### src/rtl/core/tvis_pkg.sv
package tvis_pkg;

  localparam int POS_W  = 17;
  localparam int ADDR_W = 16;
  localparam int CNT_W  = 4;
  localparam int QDEPTH = 4;

  localparam logic [7:0] TAG_NEGATIVE = 8'h10;
  localparam logic [7:0] TAG_BLOB     = 8'h20;

  typedef enum logic [1:0] {
    MODE_INT       = 2'd0,
    MODE_BLOB_HDR  = 2'd1,
    MODE_BLOB_BYTE = 2'd2,
    MODE_SEEK      = 2'd3
  } mode_t;

  // One classified item: cnt output words starting at addr.
  // Word 0 is first, the rest are mag bytes, little endian.
  // cnt of zero means one status-only word.
  typedef struct packed {
    logic [7:0]        first;
    logic [63:0]       mag;
    logic [ADDR_W-1:0] addr;
    logic [CNT_W-1:0]  cnt;
    logic              ok;
  } job_t;

endpackage

### src/rtl/core/tvis_front.sv
module tvis_front #(
  parameter int unsigned BUFFER_BYTES = 65536
) (
  input  logic                     clk,
  input  logic                     rst,
  input  logic                     cfg_valid,
  output logic                     cfg_ready,
  input  logic [tvis_pkg::POS_W-1:0] cfg_data,
  input  logic                     in_valid,
  output logic                     in_ready,
  input  logic [1:0]               mode,
  input  logic signed [63:0]       value,
  input  logic [tvis_pkg::POS_W-1:0] blob_length,
  input  logic [7:0]               data_byte,
  input  logic [tvis_pkg::POS_W-1:0] location,
  input  logic                     q_full,
  output logic                     push,
  output tvis_pkg::job_t           job
);
  import tvis_pkg::*;

  localparam int unsigned PosMax   = (1 << POS_W) - 1;
  localparam int unsigned CapLimit = (BUFFER_BYTES > PosMax) ? PosMax : BUFFER_BYTES;
  localparam int unsigned CapReset = (CapLimit > 65536) ? 65536 : CapLimit;
  localparam logic [POS_W-1:0] CAP_LIM = CapLimit[POS_W-1:0];
  localparam logic [POS_W-1:0] CAP_RST = CapReset[POS_W-1:0];
  localparam int SUM_W = POS_W + 2;

  logic [POS_W-1:0] cap;
  logic [POS_W-1:0] write_position, write_position_next;
  logic             stream_valid, stream_valid_next;
  logic [POS_W-1:0] payload_remaining, payload_remaining_next;
  logic             payload_fits, payload_fits_next;

  logic [63:0]      uvalue;
  logic [63:0]      mag;
  logic             neg;
  logic [3:0]       size;
  logic [SUM_W-1:0] pos_after;
  logic [SUM_W-1:0] cap_ext;
  logic             fit;
  logic             payload_ok;

  assign cfg_ready = 1'b1;
  assign in_ready  = !q_full;
  assign push      = in_valid && in_ready;

  always_comb begin
    uvalue = $unsigned(value);
    neg    = (mode_t'(mode) == MODE_INT) && uvalue[63];
    if (mode_t'(mode) == MODE_BLOB_HDR) begin
      mag = 64'(blob_length);
    end else if (neg) begin
      mag = ~uvalue + 64'd1;
    end else begin
      mag = uvalue;
    end
    if (mag <= 64'h0000_0000_0000_00FF) begin
      size = 4'd1;
    end else if (mag <= 64'h0000_0000_0000_FFFF) begin
      size = 4'd2;
    end else if (mag <= 64'h0000_0000_FFFF_FFFF) begin
      size = 4'd4;
    end else begin
      size = 4'd8;
    end
    cap_ext    = SUM_W'(cap);
    pos_after  = SUM_W'(write_position) + SUM_W'(1) + SUM_W'(size);
    fit        = pos_after <= cap_ext;
    payload_ok = (pos_after + SUM_W'(blob_length)) <= cap_ext;
  end

  always_comb begin
    write_position_next    = write_position;
    stream_valid_next      = stream_valid;
    payload_remaining_next = payload_remaining;
    payload_fits_next      = payload_fits;
    job.first = 8'd0;
    job.mag   = mag;
    job.addr  = write_position[ADDR_W-1:0];
    job.cnt   = '0;
    case (mode_t'(mode))
      MODE_INT: begin
        payload_remaining_next = '0;
        payload_fits_next      = 1'b0;
        if (fit) begin
          write_position_next = pos_after[POS_W-1:0];
          job.first = {4'd0, size} | (neg ? TAG_NEGATIVE : 8'd0);
          job.cnt   = size + 4'd1;
        end else begin
          stream_valid_next = 1'b0;
        end
      end
      MODE_BLOB_HDR: begin
        payload_remaining_next = blob_length;
        payload_fits_next      = 1'b0;
        if (fit) begin
          write_position_next = pos_after[POS_W-1:0];
          job.first = {4'd0, size} | TAG_BLOB;
          job.cnt   = size + 4'd1;
          if (payload_ok) begin
            payload_fits_next = 1'b1;
          end else begin
            stream_valid_next = 1'b0;
          end
        end else begin
          stream_valid_next = 1'b0;
        end
      end
      MODE_BLOB_BYTE: begin
        if (payload_remaining != '0) begin
          payload_remaining_next = payload_remaining - POS_W'(1);
          if (payload_fits && (write_position < cap)) begin
            write_position_next = write_position + POS_W'(1);
            job.first = data_byte;
            job.cnt   = 4'd1;
          end else if (payload_fits) begin
            // capacity shrank under the payload: drop the rest
            payload_fits_next = 1'b0;
            stream_valid_next = 1'b0;
          end
        end
      end
      MODE_SEEK: begin
        payload_remaining_next = '0;
        payload_fits_next      = 1'b0;
        write_position_next    = location;
      end
      default: begin
      end
    endcase
    job.ok = stream_valid_next;
  end

  always_ff @(posedge clk) begin
    if (rst) begin
      cap               <= CAP_RST;
      write_position    <= '0;
      stream_valid      <= 1'b1;
      payload_remaining <= '0;
      payload_fits      <= 1'b0;
    end else begin
      if (cfg_valid && cfg_ready) begin
        cap <= (cfg_data > CAP_LIM) ? CAP_LIM : cfg_data;
      end
      if (push) begin
        write_position    <= write_position_next;
        stream_valid      <= stream_valid_next;
        payload_remaining <= payload_remaining_next;
        payload_fits      <= payload_fits_next;
      end
    end
  end

endmodule

### src/rtl/core/tvis_queue.sv
module tvis_queue (
  input  logic           clk,
  input  logic           rst,
  input  logic           push,
  input  tvis_pkg::job_t push_job,
  input  logic           pop,
  output logic           full,
  output logic           nonempty,
  output tvis_pkg::job_t head
);
  import tvis_pkg::*;

  localparam int PTR_W = $clog2(QDEPTH);

  job_t             entries [QDEPTH];
  logic [PTR_W-1:0] wptr;
  logic [PTR_W-1:0] rptr;
  logic [PTR_W:0]   count;

  assign full     = count == (PTR_W+1)'(QDEPTH);
  assign nonempty = count != '0;
  assign head     = entries[rptr];

  always_ff @(posedge clk) begin
    if (push) begin
      entries[wptr] <= push_job;
    end
  end

  always_ff @(posedge clk) begin
    if (rst) begin
      wptr  <= '0;
      rptr  <= '0;
      count <= '0;
    end else begin
      if (push) begin
        wptr <= (wptr == PTR_W'(QDEPTH - 1)) ? '0 : wptr + PTR_W'(1);
      end
      if (pop) begin
        rptr <= (rptr == PTR_W'(QDEPTH - 1)) ? '0 : rptr + PTR_W'(1);
      end
      if (push && !pop) begin
        count <= count + (PTR_W+1)'(1);
      end else if (pop && !push) begin
        count <= count - (PTR_W+1)'(1);
      end
    end
  end

endmodule

### src/rtl/core/tvis_back.sv
module tvis_back (
  input  logic                        clk,
  input  logic                        rst,
  input  logic                        nonempty,
  input  tvis_pkg::job_t              head,
  output logic                        pop,
  output logic                        out_valid,
  input  logic                        out_ready,
  output logic [7:0]                  byte_out,
  output logic [tvis_pkg::ADDR_W-1:0] byte_addr,
  output logic                        byte_valid,
  output logic                        stream_ok,
  output logic                        last
);
  import tvis_pkg::*;

  logic [CNT_W-1:0] k;
  logic [2:0]       idx;
  logic [7:0]       sel;
  logic             status_only;
  logic             take;

  always_comb begin
    status_only = head.cnt == '0;
    idx         = 3'(k - CNT_W'(1));
    sel         = (k == '0) ? head.first : head.mag[{idx, 3'b000} +: 8];
    out_valid   = nonempty;
    last        = status_only || (k == head.cnt - CNT_W'(1));
    byte_valid  = !status_only;
    byte_out    = status_only ? 8'd0 : sel;
    byte_addr   = status_only ? '0 : head.addr + ADDR_W'(k);
    stream_ok   = head.ok;
    take        = out_valid && out_ready;
    pop         = take && last;
  end

  // advance one word per handshake, retire the item on its last word
  always_ff @(posedge clk) begin
    if (rst) begin
      k <= '0;
    end else if (take) begin
      k <= last ? '0 : k + CNT_W'(1);
    end
  end

endmodule

### src/rtl/core/tagged_varsize_int_serializer_unit.sv
// channel | direction | handshake           | payload
// cfg     | in        | cfg_valid/cfg_ready | cfg_data (buffer_capacity)
// in      | in        | in_valid/in_ready   | mode, value, blob_length, data_byte, location
// out     | out       | out_valid/out_ready | byte_out, byte_addr, byte_valid, stream_ok, last
//
// The front accepts one input word per cycle while its 4-entry queue has room.
// The back emits one output word per cycle from the queue head while out_ready is
// high: an integer is a tag word plus 1, 2, 4 or 8 bytes, a blob header a tag word
// plus 1, 2 or 4 bytes, and a payload byte, seek or status-only result one word.
// The single-byte output port sets the sustained rate. Reset is synchronous; a
// stalled output holds its word and the front keeps filling the queue.
module tagged_varsize_int_serializer_unit #(
  parameter int unsigned BUFFER_BYTES = 65536
) (
  input  logic                        clk,
  input  logic                        rst,
  input  logic                        cfg_valid,
  output logic                        cfg_ready,
  input  logic [tvis_pkg::POS_W-1:0]  cfg_data,
  input  logic                        in_valid,
  output logic                        in_ready,
  input  logic [1:0]                  mode,
  input  logic signed [63:0]          value,
  input  logic [tvis_pkg::POS_W-1:0]  blob_length,
  input  logic [7:0]                  data_byte,
  input  logic [tvis_pkg::POS_W-1:0]  location,
  output logic                        out_valid,
  input  logic                        out_ready,
  output logic [7:0]                  byte_out,
  output logic [tvis_pkg::ADDR_W-1:0] byte_addr,
  output logic                        byte_valid,
  output logic                        stream_ok,
  output logic                        last
);
  import tvis_pkg::*;

  job_t push_job;
  job_t head;
  logic push;
  logic pop;
  logic full;
  logic nonempty;

  tvis_front #(
    .BUFFER_BYTES(BUFFER_BYTES)
  ) u_front (
    .clk        (clk),
    .rst        (rst),
    .cfg_valid  (cfg_valid),
    .cfg_ready  (cfg_ready),
    .cfg_data   (cfg_data),
    .in_valid   (in_valid),
    .in_ready   (in_ready),
    .mode       (mode),
    .value      (value),
    .blob_length(blob_length),
    .data_byte  (data_byte),
    .location   (location),
    .q_full     (full),
    .push       (push),
    .job        (push_job)
  );

  tvis_queue u_queue (
    .clk     (clk),
    .rst     (rst),
    .push    (push),
    .push_job(push_job),
    .pop     (pop),
    .full    (full),
    .nonempty(nonempty),
    .head    (head)
  );

  tvis_back u_back (
    .clk       (clk),
    .rst       (rst),
    .nonempty  (nonempty),
    .head      (head),
    .pop       (pop),
    .out_valid (out_valid),
    .out_ready (out_ready),
    .byte_out  (byte_out),
    .byte_addr (byte_addr),
    .byte_valid(byte_valid),
    .stream_ok (stream_ok),
    .last      (last)
  );

endmodule

### config.mk
export PLATFORM = sky130hd
export DESIGN_NAME = tagged_varsize_int_serializer_unit
export DESIGN_NICKNAME = d
export VERILOG_FILES = /design/src/rtl/core/tvis_pkg.sv /design/src/rtl/core/tvis_front.sv /design/src/rtl/core/tvis_queue.sv /design/src/rtl/core/tvis_back.sv /design/src/rtl/core/tagged_varsize_int_serializer_unit.sv
export SDC_FILE = /design/constraint.sdc
export NUM_CORES = 1
export LEC_CHECK = 0
export BUFFER_PORTS_ARGS = -buffer_cell sky130_fd_sc_hd__buf_2
export CORE_AREA = 4 4 233 235
export CTS_CLUSTER_DIAMETER = 30
export CTS_CLUSTER_SIZE = 20
export DETAILED_ROUTE_END_ITERATION = 8
export DIE_AREA = 0 0 237 239
export PLACE_DENSITY = 0.67
export SYNTH_ARGS = -nofsm -noshare
export SYNTH_HDL_FRONTEND = slang
export SYNTH_SLANG_ARGS = --single-unit
### constraint.sdc
create_clock -name clk -period 15 [get_ports clk]
set_input_delay 4.5 -clock clk [delete_from_list [all_inputs] [get_ports clk]]
set_output_delay 4.5 -clock clk [all_outputs]
set_load 0.1 [all_outputs]
==> impl_table.tex, run 1 <==
\begin{tabular}{lr}
\hline
Metric & Value \\
\hline
\multicolumn{2}{l}{\textbf{Outcome}} \\
Status & completed \\
\multicolumn{2}{l}{\textbf{Setup path}} \\
Master of the slowest instance on the critical path & sky130\_fd\_sc\_hd\_\_nor4b\_1 \\
Register-to-register path setup slack & between 8 and 9 ns \\
Buffers plus inverters on the worst setup path & 5 \\
Required time of the critical path & between 15 and 20 ns \\
Startpoint types & primary input \\
Endpoint of the most critical setup path & u\_queue.entries[3][0]\$\_DFFE\_PP\_ \\
Worst setup path startpoint & value[0] \\
Critical path peak fanout & 9 \\
Delay of the slowest cell on the worst path & 0.63 ns \\
Worst endpoint data arrival time & $\sim$14 ns \\
Reg2Reg Capture Point & u\_queue.entries[3][0]\$\_DFFE\_PP\_ \\
Logic depth of the worst path, buffers included & 39 \\
Most repeated library cell on the critical path & sky130\_fd\_sc\_hd\_\_ha\_1 \\
Kind of end point of the critical path & register \\
Category of the critical setup timing path & in2reg \\
Reg-to-reg critical path startpoint & u\_front.write\_position[0]\$\_SDFFE\_PP0P\_ \\
Family with the most delay on the worst path & simple AND/OR/NAND/NOR gates \\
Worst R2R Path Depth & 25 \\
\multicolumn{2}{l}{\textbf{Timing}} \\
Final critical path time including I/O delays and setup & approximately 13 ns \\
Min setup slack post-route & roughly 1.8 ns \\
Final Setup Violations & 0 \\
Number of pins exceeding their max-slew limit in the final report & 0 \\
Final worst path period share & 0.8797 \\
Number of failing hold endpoints at the final stage & 0 \\
Relative slew slack & 0.2122 \\
Peak clock frequency supported by timing & 75.78 MHz \\
Setup TNS Final & 0 ns \\
RSZ-0062 raised after global routing & no \\
Worst Hold Margin & roughly 0.47 ns \\
Pin slew with the least headroom to its limit & roughly 1.2 ns \\
Clk\_skew & about 0.04 ns \\
\multicolumn{2}{l}{\textbf{Synthesis}} \\
Number of unique standard cell types used by synthesis & 92 \\
Ranking of synthesized cells by instance count & sky130\_fd\_sc\_hd\_\_edfxtp\_1 (372), sky130\_fd\_sc\_hd\_\_nor2\_1 (176), sky130\_fd\_sc\_hd\_\_nand2\_1 (117) \\
Most common cell in the netlist & sky130\_fd\_sc\_hd\_\_edfxtp\_1 \\
Leading post-synthesis cells by cell area & sky130\_fd\_sc\_hd\_\_edfxtp\_1 (48\%), sky130\_fd\_sc\_hd\_\_mux4\_2 (10\%), sky130\_fd\_sc\_hd\_\_dfxtp\_1 (5.7\%) \\
Dominant cell type by area after synthesis & sky130\_fd\_sc\_hd\_\_edfxtp\_1 \\
\#FFs+latches synth & 438 \\
Mapped Avg Cell Area & about 12 um2 \\
Synth top area share & 0.4779 \\
Part of the Yosys area used for sequential elements & 0.5344 \\
Mapped Nets & around 2.1k \\
Number of enable-type register cells in the synthesized netlist & around 370 \\
Count of synthesis-stage warnings from yosys & 0 \\
Most used flip-flop cell after synthesis & sky130\_fd\_sc\_hd\_\_edfxtp\_1 \\
Share of async-settable or async-resettable flops after synthesis & 0 \\
Synth Cell Area & 23370 um2 \\
Mapped Cells & around 1.9k \\
\multicolumn{2}{l}{\textbf{Floorplan}} \\
Top-level port count & 160 \\
Number of cell rows & 84 \\
Die height & approximately 240 um \\
Standard cell core area & 52240 um2 \\
X dimension of the die & approximately 240 um \\
Effective utilization at floorplan & 0.4475 \\
Die Footprint & roughly 57000 um2 \\
\multicolumn{2}{l}{\textbf{Power}} \\
Clock share of power & 0.386 \\
Combinational share of power & 0.298 \\
Power density relative to cell area & approximately 180 nW/um2 \\
Internal power contribution & between 3000 and 4000 uW \\
Power share of the sequential group & 0.317 \\
Max IR drop VDD & between 0.1 and 0.15 mV \\
Cell leakage power & between 0.009 and 0.01 uW \\
Sw frac & 0.3464 \\
Net Sw Power & around 1700 uW \\
\multicolumn{2}{l}{\textbf{Detailed routing}} \\
Number of violations reported at the end of detailed-routing iteration 0 & 1787 \\
Total iterations of the first detailed-routing run & 6 \\
Wire length after detailed routing & $\sim$67000 um \\
Post-detailed-route wirelength per cell & roughly 24 um \\
Antenna violation net count after detailed routing & 0 \\
Vias per std cell & roughly 6.1 \\
Via count of the routed design & 17.16k \\
Remaining DRCs & 0 \\
\multicolumn{2}{l}{\textbf{Clock tree}} \\
Clock tree from TritonCTS & done \\
Clock-pin slew of the registers on the worst-case setup and hold paths & 0.05 ns \\
Total number of clock tree sinks & 438 \\
CTS HTree Levels & 3 \\
Number of buffers inserted during clock tree synthesis & 85 \\
Number of cells upsized or downsized after cts & 0 \\
Clk buf depth & 3 \\
Insertion delay to the later sink of the worst-skew pair & $\sim$0.62 ns \\
Number of hold buffers added after CTS & 0 \\
Number of setup buffers added after CTS & 0 \\
Root buffer selected by CTS & sky130\_fd\_sc\_hd\_\_clkbuf\_16 \\
\multicolumn{2}{l}{\textbf{Hold path}} \\
Min-Delay Path Class & reg2reg \\
\multicolumn{2}{l}{\textbf{GRT}} \\
All-Layer GR Usage & 0.2313 \\
Number of antenna violations at the first check in global routing & 5 \\
Pin count of the biggest net entering global routing & 72 \\
Number of global-route vias before repair & between 15k and 20k \\
Total congestion overflow after global routing & 0 \\
Global-route wire length before repair & slightly above 100000 um \\
\multicolumn{2}{l}{\textbf{Finish}} \\
Fill cell instance count of the final layout & $\sim$4.3k \\
Layout Utilization & 0.5330 \\
Synthesis-to-finish area growth & 19.12\% \\
Post-layout net count & between 2k and 2.5k \\
Share of cells above drive strength 1 & 0.2213 \\
\multicolumn{2}{l}{\textbf{Job}} \\
Number of max-cap violations & 0 \\
\multicolumn{2}{l}{\textbf{Place}} \\
Number of I/O port buffers & between 150 and 200 \\
Place WS & around 1.5 ns \\
Final weighted congestion of routability-driven global placement & about 0.94 \\
Hpwl dp & $\sim$46000 um \\
\hline
\end{tabular}
worst min-delay path by stage:
stage                                                     from                                         end  slack [ns]  cells past startpoint
finish                       u_front.stream_valid$_SDFFE_PP1P_           u_front.stream_valid$_SDFFE_PP1P_        0.47                      2
global route                 u_front.stream_valid$_SDFFE_PP1P_           u_front.stream_valid$_SDFFE_PP1P_        0.51                      2
CTS                          u_front.stream_valid$_SDFFE_PP1P_           u_front.stream_valid$_SDFFE_PP1P_        0.47                      2
detailed placement           u_front.stream_valid$_SDFFE_PP1P_           u_front.stream_valid$_SDFFE_PP1P_        0.46                      2
global placement    u_front.payload_remaining[16]$_SDFFE_PP0P_  u_front.payload_remaining[16]$_SDFFE_PP0P_        0.46                      2
floorplan                    u_front.stream_valid$_SDFFE_PP1P_           u_front.stream_valid$_SDFFE_PP1P_        0.43                      2
power groups by stage:
| stage | combinational [uW] | clock [uW] | sequential [uW] |
|---|---|---|---|
| 6_report | 1490 | 1930 | 1580 |
| 5_1_grt | 1600 | 2010 | 1590 |
| 4_1_cts | 1490 | 1950 | 1580 |
| 3_5_place_dp | 1480 | 0 | 1600 |
| 3_3_place_gp | 1460 | 0 | 1590 |
| 2_1_floorplan | 1120 | 0 | 1570 |
cell families (layout without fill, tap and decap cells):
logic type,count (synthesis),after routing,synth area share
AOI/OAI and AO/OA,382,382,0.1082
adders and majority gates,92,92,0.05043
xor gates and xnor gates,114,114,0.04272
and+or+nand+nor,568,568,0.1235
muxes,132,132,0.1146
other,1,5,0.0001604
buffers and inverters,155,397,0.02591
DFF,438,438,0.5344
state kept, by name, summed over array words and instances, names as in the netlist, 2 cells and up, named ones only:
| name | cells |
|---|---|
| u_queue.entries | 372 |
| u_front.cap | 17 |
| u_front.payload_remaining | 17 |
| u_queue.count | 3 |
| u_front.write_position | 17 |
| u_back.k | 4 |
| u_queue.rptr | 2 |
| u_queue.wptr | 2 |
layout by cell type, fill, tap and decap left out, drive strengths merged, types with 7 or more instances in the layout:
cell type  instances
nor4              37
nor3              49
mux4             108
a2bb2oi           15
nand4             33
or3               16
a31oi             21
xor2              47
bufinv            12
o41ai              9
o31ai             15
o211ai            17
xnor2             67
ha                87
nand2b            18
a211oi            25
nor2             176
clkinvlp           9
clkbuf            97
nand3             41
mux2i             19
a311oi             7
nand2            117
clkinv            28
edfxtp           372
inv               71
and2              15
o21ai             91
nor2b             18
buf              180
o21a              10
a21o              23
and3              19
dfxtp             66
a21oi             85
a22oi             13
per-stage QoR:
stage | instances | power, uW | area (um2)
after floorplan | 1882 | 2684 | 23370
after global placement | 2657 | 3049 | 24870
after detailed placement | 2657 | 3074 | 24870
after CTS | 2812 | 5014 | 27830
after global routing | 2814 | 5203 | 27840
final | 2816 | 4992 | 27840
per-layer routing:
layer / vias up / track usage / wire [um]
met1: 8472 / 0.3199 / 27750
li1: 7698 / - / -
met3: 133 / 0.05295 / 5766
met5: - / 0 / 9
met2: 856 / 0.3611 / 31080
met4: 2 / 0.08493 / 2118
tightest hold or removal path, cell delays in order (launching register included):
cell and delay, ns:
sky130_fd_sc_hd__dfxtp_1 0.32, sky130_fd_sc_hd__a21oi_1 0.06, sky130_fd_sc_hd__o21ai_0 0.06
layout make-up:
| type | instances | area [um2] | share of cell area |
|---|---|---|---|
| diodes | 4 | 10.01 | 0.0003595 |
| clock buffers | 97 | 2246 | 0.08066 |
| clock inverters | 58 | 721.9 | 0.02593 |
| inverters | 62 | 235.2 | 0.008448 |
| multi-input cells | 1289 | 10310 | 0.3704 |
| flip-flops and latches | 438 | 12500 | 0.4489 |
| well taps | 688 | 860.8 | 0.03092 |
| repair buffers | 180 | 955.9 | 0.03433 |
(Power assumes the default switching activity.)
==> inputs of run 2 (changes only) <==
--- a/config.mk
+++ b/config.mk
@@ -6,12 +6,12 @@
 export NUM_CORES = 1
 export LEC_CHECK = 0
 export BUFFER_PORTS_ARGS = -buffer_cell sky130_fd_sc_hd__buf_2
-export CORE_AREA = 4 4 233 235
+export CORE_AREA = 4 4 294 296
 export CTS_CLUSTER_DIAMETER = 30
 export CTS_CLUSTER_SIZE = 20
 export DETAILED_ROUTE_END_ITERATION = 8
-export DIE_AREA = 0 0 237 239
-export PLACE_DENSITY = 0.67
+export DIE_AREA = 0 0 298 300
+export PLACE_DENSITY = 0.48
 export SYNTH_ARGS = -nofsm -noshare
 export SYNTH_HDL_FRONTEND = slang
 export SYNTH_SLANG_ARGS = --single-unit
==> run 2 against run 1 <==
Via count down 3.0%. Global-route usage down 7.1 points. Clock skew rose by 0.026 ns. Utilization down 19 points. Sequential share of layout area is 0.64 points lower. Combinational power about the same. Critical path type unchanged. Largest power group unchanged.
==> impl_table.tex, run 2 (synthesized netlist as in run 1, its figures left out) <==
\begin{tabular}{lr}
\hline
Metric & Value \\
\hline
\multicolumn{2}{l}{\textbf{Finish}} \\
Synthesis-to-finish area growth & 20.86\% (was 19.12\%) \\
Post-layout net count & 2279 (was 2277) \\
Post-route non-filler standard cell count & 3208 (was 2816) \\
Flip-flop count of the largest register, all copies and words added & 372 (unchanged) \\
Final design instance area without fill & 28250 um2 (was 27840 um2) \\
Share of cells above drive strength 1 & 0.2221 (was 0.2213) \\
Register ranked first by flip-flop count & u\_queue.entries (unchanged) \\
Top library cells by usage in the layout, fill and taps aside & sky130\_fd\_sc\_hd\_\_edfxtp\_1 (372), sky130\_fd\_sc\_hd\_\_nor2\_1 (176), sky130\_fd\_sc\_hd\_\_buf\_2 (158) (unchanged) \\
Commonest non-fill, non-tap cell in the layout & sky130\_fd\_sc\_hd\_\_edfxtp\_1 (unchanged) \\
Layout Utilization & 0.3381 (was 0.5330) \\
\multicolumn{2}{l}{\textbf{Floorplan}} \\
X dimension of the die & 298 um (was 237 um) \\
Die height & 300 um (was 239 um) \\
Top-level port count & 160 (unchanged) \\
Standard cell core area & 83560 um2 (was 52240 um2) \\
Number of cell rows & 106 (was 84) \\
Effective utilization at floorplan & 0.2797 (was 0.4475) \\
Die Footprint & 89400 um2 (was 56640 um2) \\
\multicolumn{2}{l}{\textbf{Detailed routing}} \\
Via count of the routed design & 16.65k (was 17.16k) \\
Vias per std cell & 5.191 (was 6.094) \\
Number of violations reported at the end of detailed-routing iteration 0 & 1215 (was 1787) \\
Antenna violation net count after detailed routing & 0 (unchanged) \\
Post-detailed-route wirelength per cell & 22.93 um (was 23.70 um) \\
Wire length after detailed routing & 73560 um (was 66730 um) \\
Remaining DRCs & 0 (unchanged) \\
Total iterations of the first detailed-routing run & 5 (was 6) \\
\multicolumn{2}{l}{\textbf{Clock tree}} \\
Clock-pin slew of the registers on the worst-case setup and hold paths & 0.05 ns (about the same) \\
Clk buf depth & 3 (unchanged) \\
Clock tree from TritonCTS & done (unchanged) \\
Number of setup buffers added after CTS & 0 (unchanged) \\
Insertion delay to the later sink of the worst-skew pair & 0.64 ns (was 0.62 ns) \\
CTS HTree Levels & 3 (unchanged) \\
Number of buffers inserted during clock tree synthesis & 82 (was 85) \\
Root buffer selected by CTS & sky130\_fd\_sc\_hd\_\_clkbuf\_16 (unchanged) \\
Number of hold buffers added after CTS & 0 (unchanged) \\
Number of cells upsized or downsized after cts & 0 (unchanged) \\
Total number of clock tree sinks & 438 (unchanged) \\
\multicolumn{2}{l}{\textbf{Timing}} \\
Relative slew slack & 0.2535 (was 0.2122) \\
Number of failing hold endpoints at the final stage & 0 (unchanged) \\
Number of pins exceeding their max-slew limit in the final report & 0 (unchanged) \\
Peak clock frequency supported by timing & 75.79 MHz (was 75.78 MHz) \\
Setup TNS Final & 0 ns (unchanged) \\
Final critical path time including I/O delays and setup & 13.19 ns (was 13.20 ns) \\
Final worst path period share & 0.8796 (was 0.8797) \\
Final Setup Violations & 0 (unchanged) \\
RSZ-0062 raised after global routing & no (unchanged) \\
Clk\_skew & 0.06445 ns (was 0.03885 ns) \\
Pin slew with the least headroom to its limit & 1.117 ns (was 1.169 ns) \\
\multicolumn{2}{l}{\textbf{GRT}} \\
Number of antenna violations at the first check in global routing & 2 (was 5) \\
Number of global-route vias before repair & 16.85k (was 17.14k) \\
Global-route wire length before repair & 109100 um (was 101300 um) \\
Total congestion overflow after global routing & 0 (unchanged) \\
All-Layer GR Usage & 0.1605 (was 0.2313) \\
Pin count of the biggest net entering global routing & 67 (was 72) \\
\multicolumn{2}{l}{\textbf{Setup path}} \\
Delay of the slowest cell on the worst path & 0.71 ns (was 0.63 ns) \\
Master of the slowest instance on the critical path & sky130\_fd\_sc\_hd\_\_nor4\_2 (was sky130\_fd\_sc\_hd\_\_nor4b\_1) \\
Startpoint types & primary input (unchanged) \\
Required time of the critical path & 15.44 ns (was 15.41 ns) \\
Critical path peak fanout & 9 (unchanged) \\
Most repeated library cell on the critical path & sky130\_fd\_sc\_hd\_\_a21oi\_1 (was sky130\_fd\_sc\_hd\_\_ha\_1) \\
Category of the critical setup timing path & in2reg (unchanged) \\
Worst endpoint data arrival time & 13.64 ns (was 13.60 ns) \\
Kind of end point of the critical path & register (unchanged) \\
\multicolumn{2}{l}{\textbf{Place}} \\
Total placed instance area & 25390 um2 (was 24870 um2) \\
Count of placed standard cells including taps & 3054 (was 2657) \\
Number of I/O port buffers & 158 (unchanged) \\
Final weighted congestion of routability-driven global placement & 0.8846 (was 0.9429) \\
Hpwl dp & 52850 um (was 45900 um) \\
\multicolumn{2}{l}{\textbf{Power}} \\
Max IR drop VDD & 0.1256 mV (was 0.1223 mV) \\
Cell leakage power & 0.009884 uW (was 0.009890 uW) \\
Power density relative to cell area & 175.3 nW/um2 (was 179.3 nW/um2) \\
\multicolumn{2}{l}{\textbf{Outcome}} \\
Status & completed (unchanged) \\
\multicolumn{2}{l}{\textbf{Job}} \\
Number of max-cap violations & 0 (unchanged) \\
\multicolumn{2}{l}{\textbf{Hold path}} \\
Min-Delay Path Class & reg2reg (unchanged) \\
\hline
\end{tabular}
-- run 2: changes by cell type in the layout (fill, tap and decap cells not counted), sizes merged --
cell	change
clkinv	+5
clkinvlp	-7
bufinv	-3
diode	-1
inv	+5
clkbuf	-4
buf	+5
-- run 2: per-layer routing --
metal	vias to the layer above	wire length (um)	global-route usage	share of wire
met3	92	3323	0.02867	0.045
met1	8414	33450	0.2178	0.45
met2	457	35200	0.2637	0.48
met4	0	1588	0.04674	0.022
met5	-	0	0	0
li1	7690	-	-	-
-- run 2: final cells by class --
cell class	count	area (um2)
clock inverter	58	734.5
inverter	62	235.2
clock buffer	93	2113
timing repair buffer	185	993.5
antenna	3	7.507
fill	8242	55310
tap	1080	1351
multi-input combinational	1289	10310
sequential	438	12500
-- run 2: path summary, 6_finish.rpt --
kind                                                        startpoint                                end  slack, ns  depth (start not counted)
worst max register to register  u_front.write_position[1]$_SDFFE_PP0P_    u_queue.entries[1][0]$_DFFE_PP_       8.38                         26
worst max-delay path                                         value[12]    u_queue.entries[1][0]$_DFFE_PP_       1.81                         36
worst min register to register       u_front.stream_valid$_SDFFE_PP1P_  u_front.stream_valid$_SDFFE_PP1P_       0.48                          2
worst min-delay path                 u_front.stream_valid$_SDFFE_PP1P_  u_front.stream_valid$_SDFFE_PP1P_       0.48                          2
-- run 2: power breakdown --
group          internal (uW)  switching [uW]
registers               1500            77.9
logic                    477            1040
clock network           1190             663
total                   3170            1780
-- run 2: worst max-delay path, delay by kind of cell --
family                   cells  cell delay, ns
XOR/XNOR                     3            0.65
adder cells (fa/ha/maj)      4            1.24
AND/OR/NAND/NOR             13            3.62
AO/OA/AOI/OAI               14            3.36
buffers and inverters        2            0.22
-- run 2: per-stage QoR --
step / power (uW) / hold WS [ns] / setup slack [ns]
floorplan: 2684 / 0.4321 / 3.222
global placement: 3109 / 0.4451 / 1.332
detailed placement: 3128 / 0.4649 / 1.275
CTS: 4998 / 0.4753 / 1.911
global route: 5174 / 0.5119 / 1.108
finish: 4951 / 0.4785 / 1.806
==> inputs of run 3 (changes only) <==
--- a/config.mk
+++ b/config.mk
@@ -6,12 +6,13 @@
 export NUM_CORES = 1
 export LEC_CHECK = 0
 export BUFFER_PORTS_ARGS = -buffer_cell sky130_fd_sc_hd__buf_2
-export CORE_AREA = 4 4 294 296
+export CORE_AREA = 4 4 226 228
+export CTS_BUF_LIST = sky130_fd_sc_hd__clkbuf_4 sky130_fd_sc_hd__clkbuf_8
 export CTS_CLUSTER_DIAMETER = 30
 export CTS_CLUSTER_SIZE = 20
 export DETAILED_ROUTE_END_ITERATION = 8
-export DIE_AREA = 0 0 298 300
-export PLACE_DENSITY = 0.48
+export DIE_AREA = 0 0 230 232
+export PLACE_DENSITY = 0.7
 export SYNTH_ARGS = -nofsm -noshare
 export SYNTH_HDL_FRONTEND = slang
 export SYNTH_SLANG_ARGS = --single-unit
==> run 3 against run 2 <==
First-iteration DRC count is 41% higher. Worst setup slack got worse by 0.045 ns. Register-to-register slack worse by 0.09 ns. Sequential share of layout area grew 2.6 points. Critical path type unchanged. Clock power decreased by 30%. Maximum frequency is 0.34% lower. Via count rose by 2.4%.
==> impl_table.tex, run 3 (synthesized netlist as in run 1, its figures left out) <==
\begin{tabular}{lr}
\hline
Metric & Value \\
\hline
\multicolumn{2}{l}{\textbf{Outcome}} \\
Status & completed (unchanged) \\
\multicolumn{2}{l}{\textbf{Detailed routing}} \\
Antenna violation net count after detailed routing & 0 (unchanged) \\
Total iterations of the first detailed-routing run & 6 (was 5) \\
Wire length after detailed routing & 63210 um (was 73560 um) \\
Via count of the routed design & 17.06k (was 16.65k) \\
Number of violations reported at the end of detailed-routing iteration 0 & 1719 (was 1215) \\
Vias per std cell & 6.133 (was 5.191) \\
Remaining DRCs & 0 (unchanged) \\
Post-detailed-route wirelength per cell & 22.73 um (was 22.93 um) \\
\multicolumn{2}{l}{\textbf{Finish}} \\
Footprint of the flip-flops and latches & 12500 um2 (unchanged) \\
Top library cells by usage in the layout, fill and taps aside & sky130\_fd\_sc\_hd\_\_edfxtp\_1 (372), sky130\_fd\_sc\_hd\_\_nor2\_1 (176), sky130\_fd\_sc\_hd\_\_buf\_2 (158) (unchanged) \\
Fill cell instance count of the final layout & 4128 (was 8242) \\
Synthesis-to-finish area growth & 14.12\% (was 20.86\%) \\
Layout Utilization & 0.5460 (was 0.3381) \\
Register ranked first by flip-flop count & u\_queue.entries (unchanged) \\
Commonest non-fill, non-tap cell in the layout & sky130\_fd\_sc\_hd\_\_edfxtp\_1 (unchanged) \\
Share of cells above drive strength 1 & 0.2224 (was 0.2221) \\
Flip-flop count of the largest register, all copies and words added & 372 (unchanged) \\
Post-layout net count & 2268 (was 2279) \\
Area of the multi-input gates & 10310 um2 (unchanged) \\
\multicolumn{2}{l}{\textbf{Clock tree}} \\
Root buffer selected by CTS & sky130\_fd\_sc\_hd\_\_clkbuf\_8 (was sky130\_fd\_sc\_hd\_\_clkbuf\_16) \\
Clock-pin slew of the registers on the worst-case setup and hold paths & 0.06 ns (was 0.05 ns) \\
Insertion delay to the later sink of the worst-skew pair & 0.67 ns (was 0.64 ns) \\
Total number of clock tree sinks & 438 (unchanged) \\
Number of setup buffers added after CTS & 0 (unchanged) \\
Number of cells upsized or downsized after cts & 0 (unchanged) \\
Clock tree from TritonCTS & done (unchanged) \\
Number of buffers inserted during clock tree synthesis & 80 (was 82) \\
Clk buf depth & 3 (unchanged) \\
CTS HTree Levels & 3 (unchanged) \\
Number of hold buffers added after CTS & 0 (unchanged) \\
\multicolumn{2}{l}{\textbf{GRT}} \\
All-Layer GR Usage & 0.2355 (was 0.1605) \\
Global-route wire length before repair & 97760 um (was 109100 um) \\
Total congestion overflow after global routing & 0 (unchanged) \\
Pin count of the biggest net entering global routing & 65 (was 67) \\
Number of global-route vias before repair & 16.80k (was 16.85k) \\
Number of antenna violations at the first check in global routing & 4 (was 2) \\
\multicolumn{2}{l}{\textbf{Power}} \\
Cell leakage power & 0.009366 uW (was 0.009884 uW) \\
Net Sw Power & 1634 uW (was 1783 uW) \\
Power density relative to cell area & 162.4 nW/um2 (was 175.3 nW/um2) \\
Total chip power & 4332 uW (was 4951 uW) \\
Sw frac & 0.3772 (was 0.3601) \\
Power share of the sequential group & 0.365 (was 0.319) \\
Clock share of power & 0.297 (was 0.375) \\
Max IR drop VDD & 0.08364 mV (was 0.1256 mV) \\
Combinational share of power & 0.337 (was 0.307) \\
Internal power contribution & 2698 uW (was 3168 uW) \\
\multicolumn{2}{l}{\textbf{Timing}} \\
Number of pins exceeding their max-slew limit in the final report & 0 (unchanged) \\
RSZ-0062 raised after global routing & no (unchanged) \\
Peak clock frequency supported by timing & 75.53 MHz (was 75.79 MHz) \\
Number of failing hold endpoints at the final stage & 0 (unchanged) \\
Pin slew with the least headroom to its limit & 1.223 ns (was 1.117 ns) \\
Final worst path period share & 0.8826 (was 0.8796) \\
Setup TNS Final & 0 ns (unchanged) \\
Min setup slack post-route & 1.761 ns (was 1.806 ns) \\
Final critical path time including I/O delays and setup & 13.24 ns (was 13.19 ns) \\
Clk\_skew & 0.02104 ns (was 0.06445 ns) \\
Relative slew slack & 0.1761 (was 0.2535) \\
Final Setup Violations & 0 (unchanged) \\
\multicolumn{2}{l}{\textbf{Setup path}} \\
Worst endpoint data arrival time & 13.66 ns (was 13.64 ns) \\
Category of the critical setup timing path & in2reg (unchanged) \\
Most repeated library cell on the critical path & sky130\_fd\_sc\_hd\_\_ha\_1 (was sky130\_fd\_sc\_hd\_\_a21oi\_1) \\
Master of the slowest instance on the critical path & sky130\_fd\_sc\_hd\_\_nor4\_2 (unchanged) \\
Startpoint types & primary input (unchanged) \\
Required time of the critical path & 15.42 ns (was 15.44 ns) \\
Critical path peak fanout & 9 (unchanged) \\
Delay of the slowest cell on the worst path & 0.57 ns (was 0.71 ns) \\
Kind of end point of the critical path & register (unchanged) \\
Family with the most delay on the worst path & simple AND/OR/NAND/NOR gates (unchanged) \\
Buffers plus inverters on the worst setup path & 5 (was 2) \\
\multicolumn{2}{l}{\textbf{Place}} \\
Final weighted congestion of routability-driven global placement & 0.9658 (was 0.8846) \\
Place WS & 1.476 ns (was 1.275 ns) \\
Hpwl dp & 44240 um (was 52850 um) \\
Number of I/O port buffers & 158 (unchanged) \\
\multicolumn{2}{l}{\textbf{Floorplan}} \\
Effective utilization at floorplan & 0.4785 (was 0.2797) \\
Top-level port count & 160 (unchanged) \\
Number of cell rows & 81 (was 106) \\
Die Footprint & 53360 um2 (was 89400 um2) \\
X dimension of the die & 230 um (was 298 um) \\
Die height & 232 um (was 300 um) \\
Standard cell core area & 48850 um2 (was 83560 um2) \\
\multicolumn{2}{l}{\textbf{Hold path}} \\
Min-Delay Path Class & reg2reg (unchanged) \\
\multicolumn{2}{l}{\textbf{Job}} \\
Number of max-cap violations & 0 (unchanged) \\
\hline
\end{tabular}
-- run 3: cell types whose count changed in the layout (fill, tap and decap cells not counted), sizes merged --
| cell | previous run | this run |
|---|---|---|
| buf | 185 | 176 |
| bufinv | 9 | 10 |
| clkbuf | 93 | 88 |
| clkinv | 33 | 24 |
| clkinvlp | 2 | 12 |
| diode | 3 | 4 |
-- run 3: per-stage QoR --
stage	hold WS [ns]	cells	area (um2)
final	0.4952	2781	26670
after global placement	0.4598	2629	24810
after detailed placement	0.4762	2629	24810
after global routing	0.5243	2778	26670
after CTS	0.4886	2777	26660
after floorplan	0.4321	1882	23370
-- run 3: cell type report --
cell class                      count  area share
Antenna cell                        4   0.0003753
Clock buffer                       88     0.04377
Clock inverter                     60     0.02589
Inverter                           62    0.008819
Multi-Input combinational cell   1289      0.3867
Sequential cell                   438      0.4686
Tap cell                          664     0.03115
Timing Repair Buffer              176     0.03471
-- run 3: worst paths after layout --
check / slack, ns / to / cells past startpoint / start
worst max register to register: 8.29 / u_queue.entries[1][0]$_DFFE_PP_ / 24 / u_front.write_position[0]$_SDFFE_PP0P_
worst min register to register: 0.50 / u_front.payload_remaining[16]$_SDFFE_PP0P_ / 2 / u_front.payload_remaining[16]$_SDFFE_PP0P_
worst min-delay path: 0.50 / u_front.payload_remaining[16]$_SDFFE_PP0P_ / 2 / u_front.payload_remaining[16]$_SDFFE_PP0P_
worst max-delay path: 1.76 / u_queue.entries[1][0]$_DFFE_PP_ / 38 / value[0]
-- run 3: power by group through the flow --
stage	Clock, uW	Sequential, uW	Combinational [uW]
2_1_floorplan	0	1570	1120
4_1_cts	1310	1580	1460
5_1_grt	1380	1600	1570
3_3_place_gp	0	1600	1430
6_report	1290	1580	1460
3_5_place_dp	0	1610	1460
-- run 3: layer usage --
layer	routed length [um]	up-vias	track usage
met5	0	-	0
met4	2121	0	0.09244
met3	5070	115	0.04146
met2	29070	795	0.3617
met1	26950	8488	0.3366
li1	-	7658	-
-- run 3: worst register-to-register path: stages (launching register included) --
cell	delay, ns
sky130_fd_sc_hd__dfxtp_1	0.57
sky130_fd_sc_hd__ha_1	0.31
sky130_fd_sc_hd__xor2_1	0.24
sky130_fd_sc_hd__ha_1	0.31
sky130_fd_sc_hd__a21oi_1	0.21
sky130_fd_sc_hd__o21bai_1	0.15
sky130_fd_sc_hd__and2_1	0.23
sky130_fd_sc_hd__maj3_1	0.37
sky130_fd_sc_hd__nand2_1	0.13
sky130_fd_sc_hd__xnor2_1	0.14
sky130_fd_sc_hd__ha_1	0.41
sky130_fd_sc_hd__and3_1	0.27
sky130_fd_sc_hd__nand4_1	0.12
sky130_fd_sc_hd__nand2_1	0.07
sky130_fd_sc_hd__a41oi_1	0.05
sky130_fd_sc_hd__a311o_1	0.36
sky130_fd_sc_hd__a31oi_1	0.45
sky130_fd_sc_hd__nor2_1	0.13
sky130_fd_sc_hd__ha_1	0.22
sky130_fd_sc_hd__a2111oi_0	0.41
sky130_fd_sc_hd__nand2_1	0.10
sky130_fd_sc_hd__o32a_1	0.40
sky130_fd_sc_hd__o31ai_1	0.31
sky130_fd_sc_hd__a21oi_1	0.13
sky130_fd_sc_hd__nor2_1	0.39
